### config.mk
export PLATFORM = sky130hd
export DESIGN_NAME = http_body_dechunker_top_flat
export DESIGN_NICKNAME = d
export VERILOG_FILES = /design/src/rtl/core/hbd_pkg.sv /design/src/rtl/core/hbd_ifs.sv /design/src/rtl/core/hbd_fifo.sv /design/src/rtl/core/hbd_front.sv /design/src/rtl/core/hbd_back.sv /design/src/rtl/core/http_body_dechunker_top.sv /design/src/flat_wrapper.sv
export VERILOG_INCLUDE_DIRS = /design/src /design/src/rtl/core
export SDC_FILE = /design/constraint.sdc
export NUM_CORES = 1
export LEC_CHECK = 0
export BUFFER_PORTS_ARGS = -buffer_cell sky130_fd_sc_hd__clkbuf_2
export CORE_ASPECT_RATIO = 0.5
export CORE_UTILIZATION = 40
export CTS_CLUSTER_SIZE = 24
export DETAILED_ROUTE_END_ITERATION = 6
export GPL_TIMING_DRIVEN = 0
export SYNTH_ARGS = -nofsm -noshare
export SYNTH_HDL_FRONTEND = slang
export SYNTH_SLANG_ARGS = --single-unit
### constraint.sdc
create_clock -name clk -period 6.1 [get_ports clk]
set_input_delay 1.22 -clock clk [delete_from_list [all_inputs] [get_ports clk]]
set_output_delay 1.22 -clock clk [all_outputs]
set_load 0.03 [all_outputs]
### src/rtl/core/assert_macros.svh
// ============================================================================
// assert_macros.svh
// Shared concurrent assertion macros for the body dechunker RTL.
// ============================================================================
`ifndef ASSERT_MACROS_SVH
`define ASSERT_MACROS_SVH

// Check an implication or expression on every rising clock edge outside reset
`define ASSERT_CLK(label, clk, rst_n, prop, msg) \
    label: assert property (@(posedge clk) disable iff (!rst_n) prop) \
        else $error(msg);

// Check that a condition never holds outside reset
`define ASSERT_NEVER(label, clk, rst_n, cond, msg) \
    label: assert property (@(posedge clk) disable iff (!rst_n) !(cond)) \
        else $error(msg);

`endif

### src/rtl/core/hbd_pkg.sv
// ============================================================================
// hbd_pkg
// Types, codes and widths shared by the body dechunker modules.
// ============================================================================
package hbd_pkg;

    // Width of the byte, chunk-size and accumulator counters
    localparam int COUNT_BITS = 32;
    localparam logic [COUNT_BITS-1:0] CNT_MASK = {COUNT_BITS{1'b1}};
    localparam logic [COUNT_BITS-1:0] ACC_LIMIT = CNT_MASK >> 4;

    // Configuration register widths
    localparam int CLEN_BITS = 33;
    localparam int MAXB_BITS = 32;
    localparam int CFG_DATA_BITS = (CLEN_BITS > MAXB_BITS) ? CLEN_BITS : MAXB_BITS;
    localparam int CFG_ADDR_BITS = 1;

    // Compare width covering the counter plus one and both register values
    localparam int CMP_BITS = (COUNT_BITS + 1 > CLEN_BITS) ? COUNT_BITS + 1 : CLEN_BITS;

    // Register indexes
    localparam logic [CFG_ADDR_BITS-1:0] CFG_CONTENT_LENGTH = 1'b0;
    localparam logic [CFG_ADDR_BITS-1:0] CFG_MAX_BODY_SIZE  = 1'b1;

    // Register reset values
    localparam logic [CLEN_BITS-1:0] CLEN_RESET = {CLEN_BITS{1'b1}};
    localparam logic [MAXB_BITS-1:0] MAXB_RESET = MAXB_BITS'(1048576);

    // Characters and radix
    localparam logic [7:0] CH_CR = 8'h0D;
    localparam logic [7:0] CH_LF = 8'h0A;
    localparam int HEX_SHIFT = 4;

    // Queue between front and back
    localparam int FIFO_DEPTH = 4;
    localparam int FIFO_PTR_BITS = $clog2(FIFO_DEPTH);

    // Result status codes
    typedef enum logic [1:0] {
        ST_PENDING = 2'd0,
        ST_DONE    = 2'd1,
        ST_BAD     = 2'd2,
        ST_LARGE   = 2'd3
    } status_t;

    // Chunked decoding phase
    typedef enum logic [4:0] {
        PH_SIZE    = 5'b00001,
        PH_SIZE_LF = 5'b00010,
        PH_DATA    = 5'b00100,
        PH_SKIP_A  = 5'b01000,
        PH_SKIP_B  = 5'b10000
    } phase_t;

    // Classified input word, as queued from front to back
    typedef struct packed {
        logic [7:0] data_byte;
        logic       is_hex;
        logic [3:0] hex_val;
        logic       is_cr;
        logic       is_lf;
    } entry_t;

    // Configuration register values seen by the back end
    typedef struct packed {
        logic [CLEN_BITS-1:0] content_length;
        logic [MAXB_BITS-1:0] max_body_size;
    } cfg_t;

    // Queue status toward its producer and consumer
    typedef struct packed {
        logic empty;
        logic full;
    } fifo_stat_t;

endpackage

### src/rtl/core/hbd_ifs.sv
// ============================================================================
// hbd_ifs
// Valid/ready channel interfaces for raw body bytes and decoded results.
// ============================================================================
interface hbd_in_if;
    import hbd_pkg::*;

    logic       valid;
    logic       ready;
    logic [7:0] data_byte;

    modport source (output valid, output data_byte, input ready);
    modport sink   (input valid, input data_byte, output ready);
endinterface

interface hbd_out_if;
    import hbd_pkg::*;

    logic       valid;
    logic       ready;
    logic [7:0] payload_byte;
    logic       payload_valid;
    logic [1:0] status;

    modport source (output valid, output payload_byte, output payload_valid,
                    output status, input ready);
    modport sink   (input valid, input payload_byte, input payload_valid,
                    input status, output ready);
endinterface

### src/rtl/core/hbd_fifo.sv
// ============================================================================
// hbd_fifo
// Short register queue of classified words between front and back.
// ============================================================================
`include "assert_macros.svh"

module hbd_fifo (
    input  logic                clk,
    input  logic                rst_n,
    input  logic                push,
    input  hbd_pkg::entry_t     wr_data,
    input  logic                pop,
    output hbd_pkg::entry_t     rd_data,
    output hbd_pkg::fifo_stat_t stat
);
    import hbd_pkg::*;

    entry_t                   mem [FIFO_DEPTH];
    logic [FIFO_PTR_BITS-1:0] wr_ptr_reg;
    logic [FIFO_PTR_BITS-1:0] wr_ptr_next;
    logic [FIFO_PTR_BITS-1:0] rd_ptr_reg;
    logic [FIFO_PTR_BITS-1:0] rd_ptr_next;
    logic [FIFO_PTR_BITS:0]   count_reg;
    logic [FIFO_PTR_BITS:0]   count_next;

    // Advance pointers with wrap at the last slot
    always_comb
    begin
        wr_ptr_next = wr_ptr_reg;
        rd_ptr_next = rd_ptr_reg;
        count_next  = count_reg;
        if (push)
        begin
            wr_ptr_next = (wr_ptr_reg == FIFO_PTR_BITS'(FIFO_DEPTH - 1)) ?
                          '0 : wr_ptr_reg + 1'b1;
        end
        if (pop)
        begin
            rd_ptr_next = (rd_ptr_reg == FIFO_PTR_BITS'(FIFO_DEPTH - 1)) ?
                          '0 : rd_ptr_reg + 1'b1;
        end
        if (push && !pop)
        begin
            count_next = count_reg + 1'b1;
        end
        else if (pop && !push)
        begin
            count_next = count_reg - 1'b1;
        end
    end

    always_ff @(posedge clk or negedge rst_n)
    begin
        if (!rst_n)
        begin
            wr_ptr_reg <= '0;
            rd_ptr_reg <= '0;
            count_reg  <= '0;
        end
        else
        begin
            wr_ptr_reg <= wr_ptr_next;
            rd_ptr_reg <= rd_ptr_next;
            count_reg  <= count_next;
        end
    end

    // Store the pushed word
    always_ff @(posedge clk)
    begin
        if (push)
        begin
            mem[wr_ptr_reg] <= wr_data;
        end
    end

    assign rd_data    = mem[rd_ptr_reg];
    assign stat.empty = (count_reg == '0);
    assign stat.full  = (count_reg == (FIFO_PTR_BITS + 1)'(FIFO_DEPTH));

    `ASSERT_NEVER(a_no_push_full, clk, rst_n, push && stat.full && !pop, "push into full queue")
    `ASSERT_NEVER(a_no_pop_empty, clk, rst_n, pop && stat.empty, "pop from empty queue")

endmodule

### src/rtl/core/hbd_front.sv
// ============================================================================
// hbd_front
// Accept raw body bytes and classify them as hex digit, CR or LF.
// ============================================================================
module hbd_front (
    input  logic                clk,
    input  logic                rst_n,
    hbd_in_if.sink              in_ch,
    input  hbd_pkg::fifo_stat_t stat,
    output logic                push,
    output hbd_pkg::entry_t     wr_data
);
    import hbd_pkg::*;

    logic       is_hex;
    logic [3:0] hex_val;
    logic       ready_reg;

    // Decode the hex value of the byte, either case
    always_comb
    begin
        is_hex  = 1'b0;
        hex_val = 4'd0;
        if (in_ch.data_byte >= "0" && in_ch.data_byte <= "9")
        begin
            is_hex  = 1'b1;
            hex_val = 4'(in_ch.data_byte - "0");
        end
        else if (in_ch.data_byte >= "a" && in_ch.data_byte <= "f")
        begin
            is_hex  = 1'b1;
            hex_val = 4'(in_ch.data_byte - "a" + 8'd10);
        end
        else if (in_ch.data_byte >= "A" && in_ch.data_byte <= "F")
        begin
            is_hex  = 1'b1;
            hex_val = 4'(in_ch.data_byte - "A" + 8'd10);
        end
    end

    // Hold ready low during reset so no word is taken before the queue is clear
    always_ff @(posedge clk or negedge rst_n)
    begin
        if (!rst_n)
        begin
            ready_reg <= 1'b0;
        end
        else
        begin
            ready_reg <= 1'b1;
        end
    end

    assign in_ch.ready       = ready_reg && !stat.full;
    assign push              = in_ch.valid && in_ch.ready;
    assign wr_data.data_byte = in_ch.data_byte;
    assign wr_data.is_hex    = is_hex;
    assign wr_data.hex_val   = hex_val;
    assign wr_data.is_cr     = (in_ch.data_byte == CH_CR);
    assign wr_data.is_lf     = (in_ch.data_byte == CH_LF);

endmodule

### src/rtl/core/hbd_back.sv
// ============================================================================
// hbd_back
// Run the length / chunked decoding state per word and register the result.
// ============================================================================
`include "assert_macros.svh"

module hbd_back (
    input  logic                clk,
    input  logic                rst_n,
    input  hbd_pkg::cfg_t       cfg,
    input  hbd_pkg::fifo_stat_t stat,
    input  hbd_pkg::entry_t     rd_data,
    output logic                pop,
    hbd_out_if.source           out_ch
);
    import hbd_pkg::*;

    phase_t                phase_reg;
    phase_t                phase_next;
    logic [COUNT_BITS-1:0] chunk_reg;
    logic [COUNT_BITS-1:0] chunk_next;
    logic [COUNT_BITS-1:0] acc_reg;
    logic [COUNT_BITS-1:0] acc_next;
    logic                  ended_reg;
    logic                  ended_next;
    logic [COUNT_BITS-1:0] count_reg;
    logic [COUNT_BITS-1:0] count_next;
    status_t               status_reg;
    status_t               status_next;
    logic                  out_valid_reg;
    logic [7:0]            out_byte_reg;
    logic                  out_pv_reg;
    status_t               out_status_reg;

    logic                  pv;
    logic                  ended_eff;
    logic [CMP_BITS-1:0]   count_inc;
    logic [CMP_BITS-1:0]   clen_ext;
    logic [CMP_BITS-1:0]   maxb_ext;
    logic                  count_top;
    logic                  over_max;
    logic [COUNT_BITS-1:0] chunk_dec;

    // Take a word when the output register is free or being drained
    assign pop = !stat.empty && (!out_valid_reg || out_ch.ready);

    assign count_inc = CMP_BITS'(count_reg) + 1'b1;
    assign clen_ext  = CMP_BITS'(cfg.content_length[CLEN_BITS-2:0]);
    assign maxb_ext  = CMP_BITS'(cfg.max_body_size);
    assign count_top = (count_reg == CNT_MASK);
    assign over_max  = count_top || (count_inc > maxb_ext);
    assign chunk_dec = chunk_reg - 1'b1;
    assign ended_eff = ended_reg || (phase_reg == PH_SIZE_LF);

    // Advance the decoding state for one word
    always_comb
    begin
        phase_next  = phase_reg;
        chunk_next  = chunk_reg;
        acc_next    = acc_reg;
        ended_next  = ended_reg;
        count_next  = count_reg;
        status_next = status_reg;
        pv          = 1'b0;
        if (status_reg == ST_PENDING)
        begin
            if (!cfg.content_length[CLEN_BITS-1])
            begin
                // Length mode: check overrun first, then the size limit
                if (count_top || (count_inc > clen_ext))
                begin
                    status_next = ST_BAD;
                end
                else if (over_max)
                begin
                    status_next = ST_LARGE;
                end
                else
                begin
                    pv         = 1'b1;
                    count_next = count_reg + 1'b1;
                    if (count_inc == clen_ext)
                    begin
                        status_next = ST_DONE;
                    end
                end
            end
            else
            begin
                case (phase_reg)
                    PH_SIZE,
                    PH_SIZE_LF:
                    begin
                        if (phase_reg == PH_SIZE_LF && rd_data.is_lf)
                        begin
                            // End of size line: load the chunk length
                            chunk_next = acc_reg;
                            acc_next   = '0;
                            ended_next = 1'b0;
                            if (acc_reg == '0)
                            begin
                                status_next = ST_DONE;
                                phase_next  = PH_SIZE;
                            end
                            else
                            begin
                                phase_next = PH_DATA;
                            end
                        end
                        else if (rd_data.is_cr)
                        begin
                            ended_next = ended_eff;
                            phase_next = PH_SIZE_LF;
                        end
                        else
                        begin
                            ended_next = ended_eff || !rd_data.is_hex;
                            phase_next = PH_SIZE;
                            if (rd_data.is_hex && !ended_eff)
                            begin
                                // Saturate the size at the top counter value
                                if (acc_reg > ACC_LIMIT)
                                begin
                                    acc_next = CNT_MASK;
                                end
                                else
                                begin
                                    acc_next = {acc_reg[COUNT_BITS-HEX_SHIFT-1:0],
                                                rd_data.hex_val};
                                end
                            end
                        end
                    end
                    PH_DATA:
                    begin
                        if (over_max)
                        begin
                            status_next = ST_LARGE;
                        end
                        else
                        begin
                            pv         = 1'b1;
                            count_next = count_reg + 1'b1;
                            chunk_next = chunk_dec;
                            if (chunk_dec == '0)
                            begin
                                phase_next = PH_SKIP_A;
                            end
                        end
                    end
                    PH_SKIP_A:
                    begin
                        phase_next = PH_SKIP_B;
                    end
                    default:
                    begin
                        phase_next = PH_SIZE;
                    end
                endcase
            end
        end
    end

    // Update state on each word taken
    always_ff @(posedge clk or negedge rst_n)
    begin
        if (!rst_n)
        begin
            phase_reg  <= PH_SIZE;
            chunk_reg  <= '0;
            acc_reg    <= '0;
            ended_reg  <= 1'b0;
            count_reg  <= '0;
            status_reg <= ST_PENDING;
        end
        else if (pop)
        begin
            phase_reg  <= phase_next;
            chunk_reg  <= chunk_next;
            acc_reg    <= acc_next;
            ended_reg  <= ended_next;
            count_reg  <= count_next;
            status_reg <= status_next;
        end
    end

    // Output register: load on pop, drop when taken
    always_ff @(posedge clk or negedge rst_n)
    begin
        if (!rst_n)
        begin
            out_valid_reg <= 1'b0;
        end
        else if (pop)
        begin
            out_valid_reg <= 1'b1;
        end
        else if (out_ch.ready)
        begin
            out_valid_reg <= 1'b0;
        end
    end

    always_ff @(posedge clk)
    begin
        if (pop)
        begin
            out_byte_reg   <= pv ? rd_data.data_byte : 8'd0;
            out_pv_reg     <= pv;
            out_status_reg <= status_next;
        end
    end

    assign out_ch.valid         = out_valid_reg;
    assign out_ch.payload_byte  = out_byte_reg;
    assign out_ch.payload_valid = out_pv_reg;
    assign out_ch.status        = out_status_reg;

    `ASSERT_CLK(a_status_sticky, clk, rst_n, (status_reg != ST_PENDING) |=> (status_reg == $past(status_reg)), "final status changed")
    `ASSERT_CLK(a_data_nonzero, clk, rst_n, (phase_reg == PH_DATA) |-> (chunk_reg != '0), "data phase with empty chunk")

endmodule

### src/rtl/core/http_body_dechunker_top.sv
// ============================================================================
// http_body_dechunker_top
// Request-body decoder: length-checked pass-through or chunked decoding.
// ============================================================================
// One body byte enters per word on in_ch and one result word leaves per byte
// on out_ch, carrying the payload byte, its valid flag and the status. While
// out_ch accepts results, the block sustains one byte per clock: the front
// classifies each byte into a four-word queue, and the back end updates the
// decoding state and loads the output register on the same clock edge. When
// nothing stalls, a byte taken is registered in the queue, then popped by the
// back end into the output register, from which out_ch presents its result.
// That state update in the back end sets the rate. Write content_length
// (index 0, negative selects chunked mode) and max_body_size (index 1) only
// while no results are outstanding; a final status stays until reset.
module http_body_dechunker_top (
    input  logic                                 clk,
    input  logic                                 rst_n,
    hbd_in_if.sink                               in_ch,
    hbd_out_if.source                            out_ch,
    input  logic                                 cfg_we,
    input  logic [hbd_pkg::CFG_ADDR_BITS-1:0]    cfg_addr,
    input  logic [hbd_pkg::CFG_DATA_BITS-1:0]    cfg_wdata
);
    import hbd_pkg::*;

    logic [CLEN_BITS-1:0] clen_reg;
    logic [MAXB_BITS-1:0] maxb_reg;
    cfg_t                 cfg;
    fifo_stat_t           stat;
    logic                 push;
    logic                 pop;
    entry_t               wr_data;
    entry_t               rd_data;

    // Configuration registers
    always_ff @(posedge clk or negedge rst_n)
    begin
        if (!rst_n)
        begin
            clen_reg <= CLEN_RESET;
            maxb_reg <= MAXB_RESET;
        end
        else if (cfg_we)
        begin
            case (cfg_addr)
                CFG_CONTENT_LENGTH: clen_reg <= cfg_wdata[CLEN_BITS-1:0];
                CFG_MAX_BODY_SIZE:  maxb_reg <= cfg_wdata[MAXB_BITS-1:0];
                default:            ;
            endcase
        end
    end

    assign cfg.content_length = clen_reg;
    assign cfg.max_body_size  = maxb_reg;

    hbd_front u_front (
        .clk     (clk),
        .rst_n   (rst_n),
        .in_ch   (in_ch),
        .stat    (stat),
        .push    (push),
        .wr_data (wr_data)
    );

    hbd_fifo u_fifo (
        .clk     (clk),
        .rst_n   (rst_n),
        .push    (push),
        .wr_data (wr_data),
        .pop     (pop),
        .rd_data (rd_data),
        .stat    (stat)
    );

    hbd_back u_back (
        .clk     (clk),
        .rst_n   (rst_n),
        .cfg     (cfg),
        .stat    (stat),
        .rd_data (rd_data),
        .pop     (pop),
        .out_ch  (out_ch)
    );

endmodule
### src/flat_wrapper.sv
// flat-port wrapper written by rule: the top's interface ports become plain ports
module http_body_dechunker_top_flat import hbd_pkg::*;
  (clk, rst_n, cfg_we, cfg_addr, cfg_wdata, in_ch_valid, in_ch_data_byte, in_ch_ready, out_ch_valid, out_ch_payload_byte, out_ch_payload_valid, out_ch_status, out_ch_ready);
  hbd_in_if in_ch_i ();
  hbd_out_if out_ch_i ();
  input  logic clk;
  input  logic rst_n;
  input  logic cfg_we;
  input  logic [hbd_pkg::CFG_ADDR_BITS-1:0] cfg_addr;
  input  logic [hbd_pkg::CFG_DATA_BITS-1:0] cfg_wdata;
  input wire logic [$bits(in_ch_i.valid)-1:0] in_ch_valid;
  input wire logic [$bits(in_ch_i.data_byte)-1:0] in_ch_data_byte;
  output wire logic [$bits(in_ch_i.ready)-1:0] in_ch_ready;
  output wire logic [$bits(out_ch_i.valid)-1:0] out_ch_valid;
  output wire logic [$bits(out_ch_i.payload_byte)-1:0] out_ch_payload_byte;
  output wire logic [$bits(out_ch_i.payload_valid)-1:0] out_ch_payload_valid;
  output wire logic [$bits(out_ch_i.status)-1:0] out_ch_status;
  input wire logic [$bits(out_ch_i.ready)-1:0] out_ch_ready;
  assign in_ch_i.valid = in_ch_valid;
  assign in_ch_i.data_byte = in_ch_data_byte;
  assign in_ch_ready = in_ch_i.ready;
  assign out_ch_valid = out_ch_i.valid;
  assign out_ch_payload_byte = out_ch_i.payload_byte;
  assign out_ch_payload_valid = out_ch_i.payload_valid;
  assign out_ch_status = out_ch_i.status;
  assign out_ch_i.ready = out_ch_ready;
  http_body_dechunker_top u_core (.clk(clk), .rst_n(rst_n), .in_ch(in_ch_i), .out_ch(out_ch_i), .cfg_we(cfg_we), .cfg_addr(cfg_addr), .cfg_wdata(cfg_wdata));
endmodule
==> results.sh, run 1 <==
export IMPL_max_slew_margin_pct=34.58
export IMPL_syn2layout_area_growth_pct=13.12
export IMPL_path_class="reg -> reg"
export IMPL_hp_class="reg -> reg"
export IMPL_antenna_found_initial=0
export IMPL_drc_errors=0
export IMPL_max_cap_viol_count=0
export IMPL_vias=10070
export IMPL_place_inst=1778
export IMPL_setup_ws_ns=0.6227
export IMPL_pre_cts_slack_ns=0.6992
export IMPL_power_density_mw_per_mm2=280.0
export IMPL_drt_pass1_iterations=5
export IMPL_synth_area_per_cell_um2=10.58
export IMPL_post_route_util_pct=46.08
export IMPL_vdd_drop_max_v=0.0001614
export IMPL_status="complete, no violations"
export IMPL_worst_pin_slew_ns=0.9676
export IMPL_grt_max_degree=102
export IMPL_report_power_total_mw=4.279
export IMPL_viasPerCell=5.522
export IMPL_num_rows=47
export IMPL_synthesis_nets=1402
export IMPL_core_area_mm2=0.03317
export IMPL_wl_per_cell_um=18.27
export IMPL_clockBufferDepth=3
export IMPL_clk_pin_slew_ns=0.07
export IMPL_portBuffers=59
export IMPL_cts_sinks=249
export IMPL_drt_total_wl_um=33320
export IMPL_whs_ns=0.4967
export IMPL_synth_area_mm2=0.01351
export IMPL_gp_congestion=0.8972
export IMPL_cts_buffers_inserted=25
export IMPL_rsz0062_at_grt="false"
export IMPL_io_pins=60
export IMPL_synth_edf_count=71
export IMPL_start_kind="flip-flop"
export IMPL_min_period_ns=5.477
export IMPL_drive_above_1_share_pct=17.72
export IMPL_cts_tree="built"
export IMPL_grtUsageTotal_pct=19.74
export IMPL_post_cts_resized=0
export IMPL_startpoint="u_core.u_back.count_reg[7]$_DFFE_PN0P_"
export IMPL_die_y_um=132.0
export IMPL_cts_root_buf="clkbuf_16"
export IMPL_seq_area_frac_synth_pct=49.07
export IMPL_drtIter0Drc=640
export IMPL_postRouteAntennaNets=0
export IMPL_slew_violations=0
export IMPL_fin_area_mm2=0.01528
export IMPL_yosys_warnings=0
export IMPL_final_nets=1489
export IMPL_final_period_utilization_pct=89.79
export IMPL_grt_overflow_total=0
export IMPL_clock_latency_ns=0.56
export IMPL_crit_arrival_ns=5.94
export IMPL_postCtsSetupRepairBufs=0
export IMPL_initial_core_util_pct=40.74
export IMPL_max_freq_ghz=0.1826
export IMPL_r2r_start="u_core.u_back.count_reg[7]$_DFFE_PN0P_"
export IMPL_ys_seq_elements=249
export IMPL_die_area_mm2=0.03456
export IMPL_dp_hpwl_um=24000
export IMPL_die_w_um=261.9
export IMPL_synthDistinctLibCells=87
export IMPL_instances_no_fill=1824
export IMPL_synthCells=1277
export IMPL_hold_viol_final=0
export IMPL_place_area_mm2=0.01440
export IMPL_critPathMaxFanout=10
export IMPL_required_ns=6.56
export IMPL_cts_hold_buf=0
export IMPL_ctsHtreeMaxLevel=1
export IMPL_grt_pass1_wl_um=54450
export IMPL_p_leak_nw=6.598
export IMPL_grt_pass1_vias=10060
export IMPL_synthFlopType="dfrtp_1"
export IMPL_nFillCells=3129
export IMPL_fin_skew_ns=0.03329
export IMPL_tns_ns=0
export IMPL_largest_reg_flops=60
export IMPL_crit_path_end_kind="flip-flop"
export IMPL_setup_viol=0
export IMPL_synth_async_reset_ratio_pct=71.49
export IMPL_worstHoldStart="u_core.u_fifo.count_reg[2]$_DFFE_PN0P_"
export IMPL_antenna_cells=0
## logic make-up after synthesis
family / after synthesis / share of synthesized area [%]
and+or+nand+nor: 382 / 15.10
AOI/OAI and AO/OA: 290 / 13.03
DFF: 249 / 49.07
buffers and inverters: 149 / 4.936
adders and majority gates: 78 / 7.278
xor gates and xnor gates: 72 / 4.667
muxes: 56 / 5.889
other: 1 / 0.02775
## final timing paths
| path | slack (ns) | cells after the start | endpoint |
|---|---|---|---|
| min in group asynchronous | 0.72 | 1 | u_core.u_back.chunk_reg[9]$_DFFE_PN0P_ |
| setup reg to reg | 0.62 | 18 | u_core.u_back.count_reg[19]$_DFFE_PN0P_ |
| max in group asynchronous | 4.38 | 2 | u_core.u_back.acc_reg[1]$_DFFE_PN0P_ |
| setup / recovery | 0.62 | 18 | u_core.u_back.count_reg[19]$_DFFE_PN0P_ |
| hold / removal | 0.50 | 1 | u_core.u_fifo.count_reg[2]$_DFFE_PN0P_ |
| hold reg to reg | 0.50 | 1 | u_core.u_fifo.count_reg[2]$_DFFE_PN0P_ |
## cell usage in the layout, fill, tap and decap left out, types with 15 or more instances in the layout
cell type / instances
nand2_1: 104
mux2_2: 37
nor3_1: 54
ha_1: 77
edfxtp_1: 71
xor2_1: 40
clkbuf_2: 60
mux4_2: 15
nand4_1: 28
xnor2_1: 32
nor2_1: 66
dfrtp_1: 143
dfstp_2: 35
o21ai_0: 132
clkbuf_16: 25
nor4_1: 19
a21oi_1: 54
clkbuf_1: 42
inv_1: 83
nand3_1: 23
o31ai_1: 18
## routing by layer
metal	vias up	GRT usage [%]	part of all wire, %
met4	0	3.693	1.7
met5	-	0	0
met3	42	2.960	4.8
met1	5001	28.07	47
met2	228	32.16	47
li1	4801	-	-
## cells in the mapped netlist, types with 10 or more instances
library cell / n / area, µm²
buf_2: 11 / 55.05
xnor2_1: 32 / 280.3
o21ai_0: 132 / 660.6
edfxtp_1: 71 / 2132
ha_1: 77 / 963.4
nand2_1: 104 / 390.4
and3_1: 14 / 87.58
and2_1: 10 / 62.56
xor2_1: 40 / 350.3
a21oi_1: 54 / 270.3
dfstp_2: 35 / 919.6
mux2_2: 37 / 416.7
nand3_1: 23 / 115.1
a31oi_1: 12 / 75.07
o31ai_1: 18 / 135.1
a21o_1: 12 / 90.09
nor4_1: 19 / 118.9
clkbuf_1: 39 / 146.4
a211oi_1: 10 / 75.07
nor3_1: 54 / 270.3
dfrtp_1: 143 / 3578
mux4_2: 15 / 337.8
inv_1: 83 / 311.6
nor2_1: 66 / 247.7
nand4_1: 28 / 175.2
## power by group
group / internal [mW] / switching, mW
logic: 0.262 / 0.374
clock network: 1.00 / 0.691
registers: 1.89 / 0.0605
total: 3.15 / 1.13
## worst max-delay path, stage by stage, from the launching register on
cell and delay (ns):
dfrtp_1 0.33, clkbuf_2 0.17, nand4_1 0.18, nor4_2 0.49, nand3_2 0.21, nor3_1 0.55
and3_1 0.31, nand3_1 0.13, xnor2_1 0.27, ha_1 0.30, and2_1 0.19, a221o_1 0.36
a2111oi_2 0.22, o311ai_1 0.17, o31ai_2 0.44, o21ai_1 0.24, clkbuf_1 0.33, nor4_1 0.32
xnor2_1 0.16
## area by class of cell
class	instances	area (µm²)	share of cell area, %
Buffer	66	355.3	2.325
Tap cell	441	551.8	3.610
Timing Repair Buffer	60	331.6	2.169
Clock buffer	31	678.2	4.437
Sequential cell	249	6630	43.38
Inverter	83	311.5	2.038
Multi-Input combinational cell	879	6215	40.66
Clock inverter	15	211.5	1.383
(Power assumes the default switching activity.)
==> run 2: changes to the inputs <==
--- a/config.mk
+++ b/config.mk
@@ -8,6 +8,7 @@
 export LEC_CHECK = 0
 export BUFFER_PORTS_ARGS = -buffer_cell sky130_fd_sc_hd__clkbuf_2
 export CORE_ASPECT_RATIO = 0.5
+export CORE_MARGIN = 2
 export CORE_UTILIZATION = 40
 export CTS_CLUSTER_SIZE = 24
 export DETAILED_ROUTE_END_ITERATION = 6
==> run 2 against run 1 <==
Sequential power about the same; global-route usage decreased by 0.62 points; final area decreased by 0.19%; flip-flop and latch count unchanged; utilization decreased by 0.087 points; non-clock buffer count unchanged; critical path type unchanged; largest cell class unchanged; largest power group unchanged.
==> results.sh, run 2 (same netlist as run 1, synthesis figures left out) <==
export IMPL_status="complete, no violations"
export IMPL_vias=10040
export IMPL_drt_total_wl_um=33170
export IMPL_postRouteAntennaNets=0
export IMPL_layout_common_cells="143 x dfrtp_1, 132 x o21ai_0, 104 x nand2_1"
export IMPL_tns_ns=0
export IMPL_hp_class="reg -> reg"
export IMPL_final_nets=1489
export IMPL_cts_root_buf="clkbuf_16"
export IMPL_num_rows=47
export IMPL_cp_cell_sequence="clkbuf_2, nand4_1, nor4_2, nand3_2, nor3_1, and3_1, nand3_1, xnor2_1, ha_1, and2_1, a221o_1, a2111oi_2, o311ai_1, o31ai_2, a21oi_1, nor4_4, and2_1"
export IMPL_die_y_um=134.0
export IMPL_cpMaxStageDelayCell="nor4_4"
export IMPL_io_pins=60
export IMPL_crit_family="simple AND/OR/NAND/NOR gates"
export IMPL_seqCellArea_mm2=0.006630
export IMPL_drt_pass1_iterations=5
export IMPL_drive_above_1_share_pct=17.79
export IMPL_max_slew_margin_pct=29.58
export IMPL_grt_max_degree=111
export IMPL_ff2ff_path_depth=17
export IMPL_cts_buffers_inserted=25
export IMPL_clk_pin_slew_ns=0.06
export IMPL_final_common_cell="dfrtp_1"
export IMPL_max_freq_ghz=0.1826
export IMPL_die_w_um=263.9
export IMPL_crit_arrival_ns=5.89
export IMPL_p_leak_nw=6.586
export IMPL_pre_cts_slack_ns=0.6685
export IMPL_grt_pass1_wl_um=54750
export IMPL_clockBufferDepth=3
export IMPL_worstHoldStart="u_core.u_back.ended_reg$_DFFE_PN0P_"
export IMPL_post_cts_resized=0
export IMPL_cp_depth=17
export IMPL_startpoint="u_core.u_back.count_reg[7]$_DFFE_PN0P_"
export IMPL_postCtsSetupRepairBufs=0
export IMPL_multi_input_area_mm2=0.006215
export IMPL_setup_viol=0
export IMPL_ctsHtreeMaxLevel=1
export IMPL_hold_viol_final=0
export IMPL_cts_tree="built"
export IMPL_cts_hold_buf=0
export IMPL_start_kind="flip-flop"
export IMPL_antenna_found_initial=0
export IMPL_power_density_mw_per_mm2=275.8
export IMPL_antenna_cells=0
export IMPL_initial_core_util_pct=40.74
export IMPL_hold_depth=1
export IMPL_cts_sinks=249
export IMPL_max_cap_viol_count=0
export IMPL_wl_per_cell_um=18.19
export IMPL_crit_buf_inv=1
export IMPL_grtUsageTotal_pct=19.12
export IMPL_drtIter0Drc=815
export IMPL_path_class="reg -> reg"
export IMPL_core_area_mm2=0.03317
export IMPL_grt_overflow_total=0
export IMPL_clock_latency_ns=0.56
export IMPL_required_ns=6.52
export IMPL_nFillCells=3051
export IMPL_cpPeakStageDelay_ns=0.57
export IMPL_critPathMaxFanout=9
export IMPL_syn2layout_area_growth_pct=12.91
export IMPL_worst_pin_slew_ns=1.042
export IMPL_portBuffers=59
export IMPL_final_period_utilization_pct=89.76
export IMPL_viasPerCell=5.505
export IMPL_drc_errors=0
export IMPL_vdd_drop_max_v=0.0001940
export IMPL_grt_pass1_vias=10420
export IMPL_gp_congestion=0.8771
export IMPL_r2r_start="u_core.u_back.count_reg[7]$_DFFE_PN0P_"
export IMPL_die_area_mm2=0.03535
export IMPL_cp_common_cell="and2_1"
export IMPL_dp_hpwl_um=23650
export IMPL_fin_skew_ns=0.02491
export IMPL_rsz0062_at_grt="false"
export IMPL_crit_path_end_kind="flip-flop"
export IMPL_setup_ws_ns=0.6247
export IMPL_largest_reg_flops=60
export IMPL_min_period_ns=5.475
export IMPL_slew_violations=0
-- run 2: cell count changes in the layout (fill, tap and decap cells not counted), sizes merged --
cell / delta
clkinv: -1
bufinv: -3
inv: +1
clkbuf: +3
-- run 2: worst register-to-register path: cells and delay by family, from the launching register on --
kind,cells,cell delay (ns)
fa+ha+maj,1,0.29
flops,1,0.32
buf+inv,1,0.17
compound gates,5,1.46
xor+xnor,1,0.24
simple gates,9,2.87
-- run 2: where the power goes --
group	switching, mW	leakage [nW]	internal, mW
logic	0.375	3.28	0.261
clock network	0.700	0.423	0.923
registers	0.0603	2.89	1.89
total	1.14	6.59	3.07
-- run 2: stage by stage --
stage / area [µm²] / power (mW) / hold slack (ns) / cells / util (%)
3_3_place_gp: 14360 / 2.596 / 0.4733 / 1777 / 43.29
3_5_place_dp: 14400 / 2.628 / 0.4890 / 1778 / 43.40
6_report: 15260 / 4.208 / 0.4980 / 1824 / 46.00
4_1_cts: 15260 / 4.260 / 0.4978 / 1824 / 46.00
5_1_grt: 15260 / 4.417 / 0.5267 / 1824 / 46.00
2_1_floorplan: 13510 / 2.416 / 0.4590 / 1277 / -
-- run 2: final timing paths --
check / end / slack (ns)
hold / removal: u_core.u_back.ended_reg$_DFFE_PN0P_ / 0.50
setup / recovery: u_core.u_back.out_ch.payload_byte[0]$_SDFFCE_PN0P_ / 0.62
hold reg to reg: u_core.u_back.ended_reg$_DFFE_PN0P_ / 0.50
setup reg to reg: u_core.u_back.out_ch.payload_byte[0]$_SDFFCE_PN0P_ / 0.62
max in group asynchronous: u_core.u_back.count_reg[18]$_DFFE_PN0P_ / 4.44
min in group asynchronous: u_core.u_fifo.rd_ptr_reg[1]$_DFFE_PN0P_ / 0.66
-- run 2: layer usage --
| layer | vias up | routed length (µm) | global-route usage (%) |
|---|---|---|---|
| li1 | 4797 | - | - |
| met1 | 4982 | 15570 | 26.36 |
| met2 | 222 | 15350 | 31.94 |
| met3 | 40 | 1677 | 3.158 |
| met4 | 0 | 582 | 4.072 |
| met5 | - | 0 | 0 |
-- run 2: layout make-up --
type                    instances  area share [%]
clock inverters                12          0.9268
repair buffers                 60           2.173
clock buffers                  34           4.716
plain buffers                  66           2.329
inverters                      83           2.042
multi-input cells             879           40.74
well taps                     441           3.617
flip-flops and latches        249           43.46
==> run 3: changes to the inputs <==
--- a/config.mk
+++ b/config.mk
@@ -10,6 +10,7 @@
 export CORE_ASPECT_RATIO = 0.5
 export CORE_MARGIN = 2
 export CORE_UTILIZATION = 40
+export CTS_BUF_LIST = sky130_fd_sc_hd__clkbuf_8
 export CTS_CLUSTER_SIZE = 24
 export DETAILED_ROUTE_END_ITERATION = 6
 export GPL_TIMING_DRIVEN = 0
==> run 3 against run 2 <==
Maximum frequency fell by 2.7%; combinational power barely moved; register-to-register slack got worse by 0.15 ns; final area decreased by 0.75%; flip-flop and latch count did not move; global-route usage rose by 0.20 points; critical path type unchanged; critical endpoint unchanged.
==> results.sh, run 3 (same netlist as run 1, synthesis figures left out) <==
export IMPL_power_density_mw_per_mm2=263.2
export IMPL_postCtsSetupRepairBufs=0
export IMPL_place_area_mm2=0.01440
export IMPL_cp_common_cell="and2_1"
export IMPL_vias=10200
export IMPL_crit_buf_inv=1
export IMPL_rsz0062_at_grt="false"
export IMPL_p_sw_mw=1.135
export IMPL_slew_violations=0
export IMPL_switching_share_pct=28.48
export IMPL_worst_pin_slew_ns=1.014
export IMPL_layout_common_cells="143 x dfrtp_1, 132 x o21ai_0, 104 x nand2_1"
export IMPL_hold_viol_final=0
export IMPL_whs_ns=0.4960
export IMPL_die_w_um=263.9
export IMPL_hold_depth=1
export IMPL_die_y_um=134.0
export IMPL_final_period_utilization_pct=92.24
export IMPL_clockBufferDepth=3
export IMPL_cp_depth=17
export IMPL_drc_errors=0
export IMPL_final_common_cell="dfrtp_1"
export IMPL_seq_power_share_pct=48.9
export IMPL_fin_skew_ns=0.04350
export IMPL_wl_per_cell_um=18.06
export IMPL_multi_input_area_mm2=0.006215
export IMPL_tns_ns=0
export IMPL_antenna_found_initial=0
export IMPL_path_class="reg -> reg"
export IMPL_vdd_drop_max_v=0.0001126
export IMPL_cts_tree="built"
export IMPL_ff2ff_path_depth=17
export IMPL_cp_cell_sequence="clkbuf_2, nand4_1, nor4_2, nand3_2, nor3_1, and3_1, nand3_1, xnor2_1, ha_1, and2_1, a221o_1, a2111oi_2, o311ai_1, o31ai_2, a21oi_1, nor4_4, and2_1"
export IMPL_cts_hold_buf=0
export IMPL_start_kind="flip-flop"
export IMPL_status="complete, no violations"
export IMPL_grt_max_degree=111
export IMPL_combinationalPowerShare_pct=15.9
export IMPL_num_rows=47
export IMPL_report_power_total_mw=3.985
export IMPL_cts_root_buf="clkbuf_8"
export IMPL_p_leak_nw=6.608
export IMPL_syn2layout_area_growth_pct=12.06
export IMPL_postRouteAntennaNets=0
export IMPL_largest_reg_flops=60
export IMPL_grt_overflow_total=0
export IMPL_drt_pass1_iterations=5
export IMPL_portBuffers=59
export IMPL_grt_pass1_vias=10560
export IMPL_critPathMaxFanout=9
export IMPL_max_cap_viol_count=0
export IMPL_viasPerCell=5.522
export IMPL_final_nets=1504
export IMPL_drtIter0Drc=789
export IMPL_p_int_mw=2.850
export IMPL_io_pins=60
export IMPL_fin_area_mm2=0.01514
export IMPL_cpPeakStageDelay_ns=0.62
export IMPL_post_cts_resized=0
export IMPL_clkPwrFrac_pct=35.1
export IMPL_crit_arrival_ns=6.07
export IMPL_gp_congestion=0.8771
export IMPL_cts_sinks=249
export IMPL_ctsHtreeMaxLevel=2
export IMPL_setup_viol=0
export IMPL_nFillCells=3078
export IMPL_drt_total_wl_um=33360
export IMPL_clk_pin_slew_ns=0.07
export IMPL_cpMaxStageDelayCell="nor4_4"
export IMPL_crit_family="simple AND/OR/NAND/NOR gates"
export IMPL_cts_buffers_inserted=40
export IMPL_hp_class="reg -> reg"
export IMPL_required_ns=6.54
export IMPL_grtUsageTotal_pct=19.32
export IMPL_initial_core_util_pct=40.74
export IMPL_setup_ws_ns=0.4736
export IMPL_drive_above_1_share_pct=17.99
export IMPL_grt_pass1_wl_um=55040
export IMPL_seqCellArea_mm2=0.006630
export IMPL_pre_cts_slack_ns=0.6685
export IMPL_clock_latency_ns=0.59
export IMPL_crit_path_end_kind="flip-flop"
export IMPL_core_area_mm2=0.03317
export IMPL_max_slew_margin_pct=31.48
export IMPL_die_area_mm2=0.03535
export IMPL_max_freq_ghz=0.1777
export IMPL_dp_hpwl_um=23650
export IMPL_antenna_cells=0
export IMPL_min_period_ns=5.626
[run 3: changes by cell type in the layout (fill, tap and decap cells not counted), moves of 2 or more]
cell,delta
clkbuf_8,+37
clkbuf_16,-25
inv_1,+17
clkbuf_1,-3
clkinv_4,-3
clkinv_1,+2
inv_8,+2
[run 3: worst paths after layout]
path | start | end | slack (ns)
worst max-delay path | u_core.u_back.count_reg[7]$_DFFE_PN0P_ | u_core.u_back.out_ch.payload_byte[0]$_SDFFCE_PN0P_ | 0.47
worst min register to register | u_core.u_back.ended_reg$_DFFE_PN0P_ | u_core.u_back.ended_reg$_DFFE_PN0P_ | 0.50
min in group asynchronous | rst_n | u_core.u_fifo.rd_ptr_reg[0]$_DFFE_PN0P_ | 0.64
worst max register to register | u_core.u_back.count_reg[7]$_DFFE_PN0P_ | u_core.u_back.out_ch.payload_byte[0]$_SDFFCE_PN0P_ | 0.47
worst min-delay path | u_core.u_back.ended_reg$_DFFE_PN0P_ | u_core.u_back.ended_reg$_DFFE_PN0P_ | 0.50
max in group asynchronous | rst_n | u_core.maxb_reg[16]$_DFFE_PN0P_ | 4.45
[run 3: stage by stage]
| step | instances | util (%) |
|---|---|---|
| final | 1847 | 45.65 |
| after global routing | 1847 | 45.65 |
| after CTS | 1847 | 45.65 |
| after detailed placement | 1778 | 43.40 |
| after global placement | 1777 | 43.29 |
| after floorplan | 1277 | - |
[run 3: routing by layer]
| metal | wire length, µm | GRT usage, % |
|---|---|---|
| met5 | 0 | 0 |
| met4 | 626 | 5.177 |
| met3 | 1627 | 3.800 |
| met2 | 15310 | 31.64 |
| met1 | 15810 | 26.37 |
[run 3: layout make-up]
| type | instances | share of cell area (%) |
|---|---|---|
| timing repair buffer | 60 | 2.190 |
| sequential | 249 | 43.79 |
| clock buffer | 43 | 3.909 |
| tap | 441 | 3.644 |
| buffer | 66 | 2.347 |
| multi-input combinational | 879 | 41.05 |
| inverter | 83 | 2.058 |
| clock inverter | 26 | 1.016 |
[run 3: power groups by stage]
| stage | Combinational [mW] | Sequential, mW | Clock (mW) |
|---|---|---|---|
| finish | 0.635 | 1.95 | 1.40 |
| global route | 0.719 | 1.97 | 1.52 |
| CTS | 0.650 | 1.95 | 1.44 |
| detailed placement | 0.648 | 1.98 | 0 |
| global placement | 0.623 | 1.97 | 0 |
| floorplan | 0.419 | 2.00 | 0 |
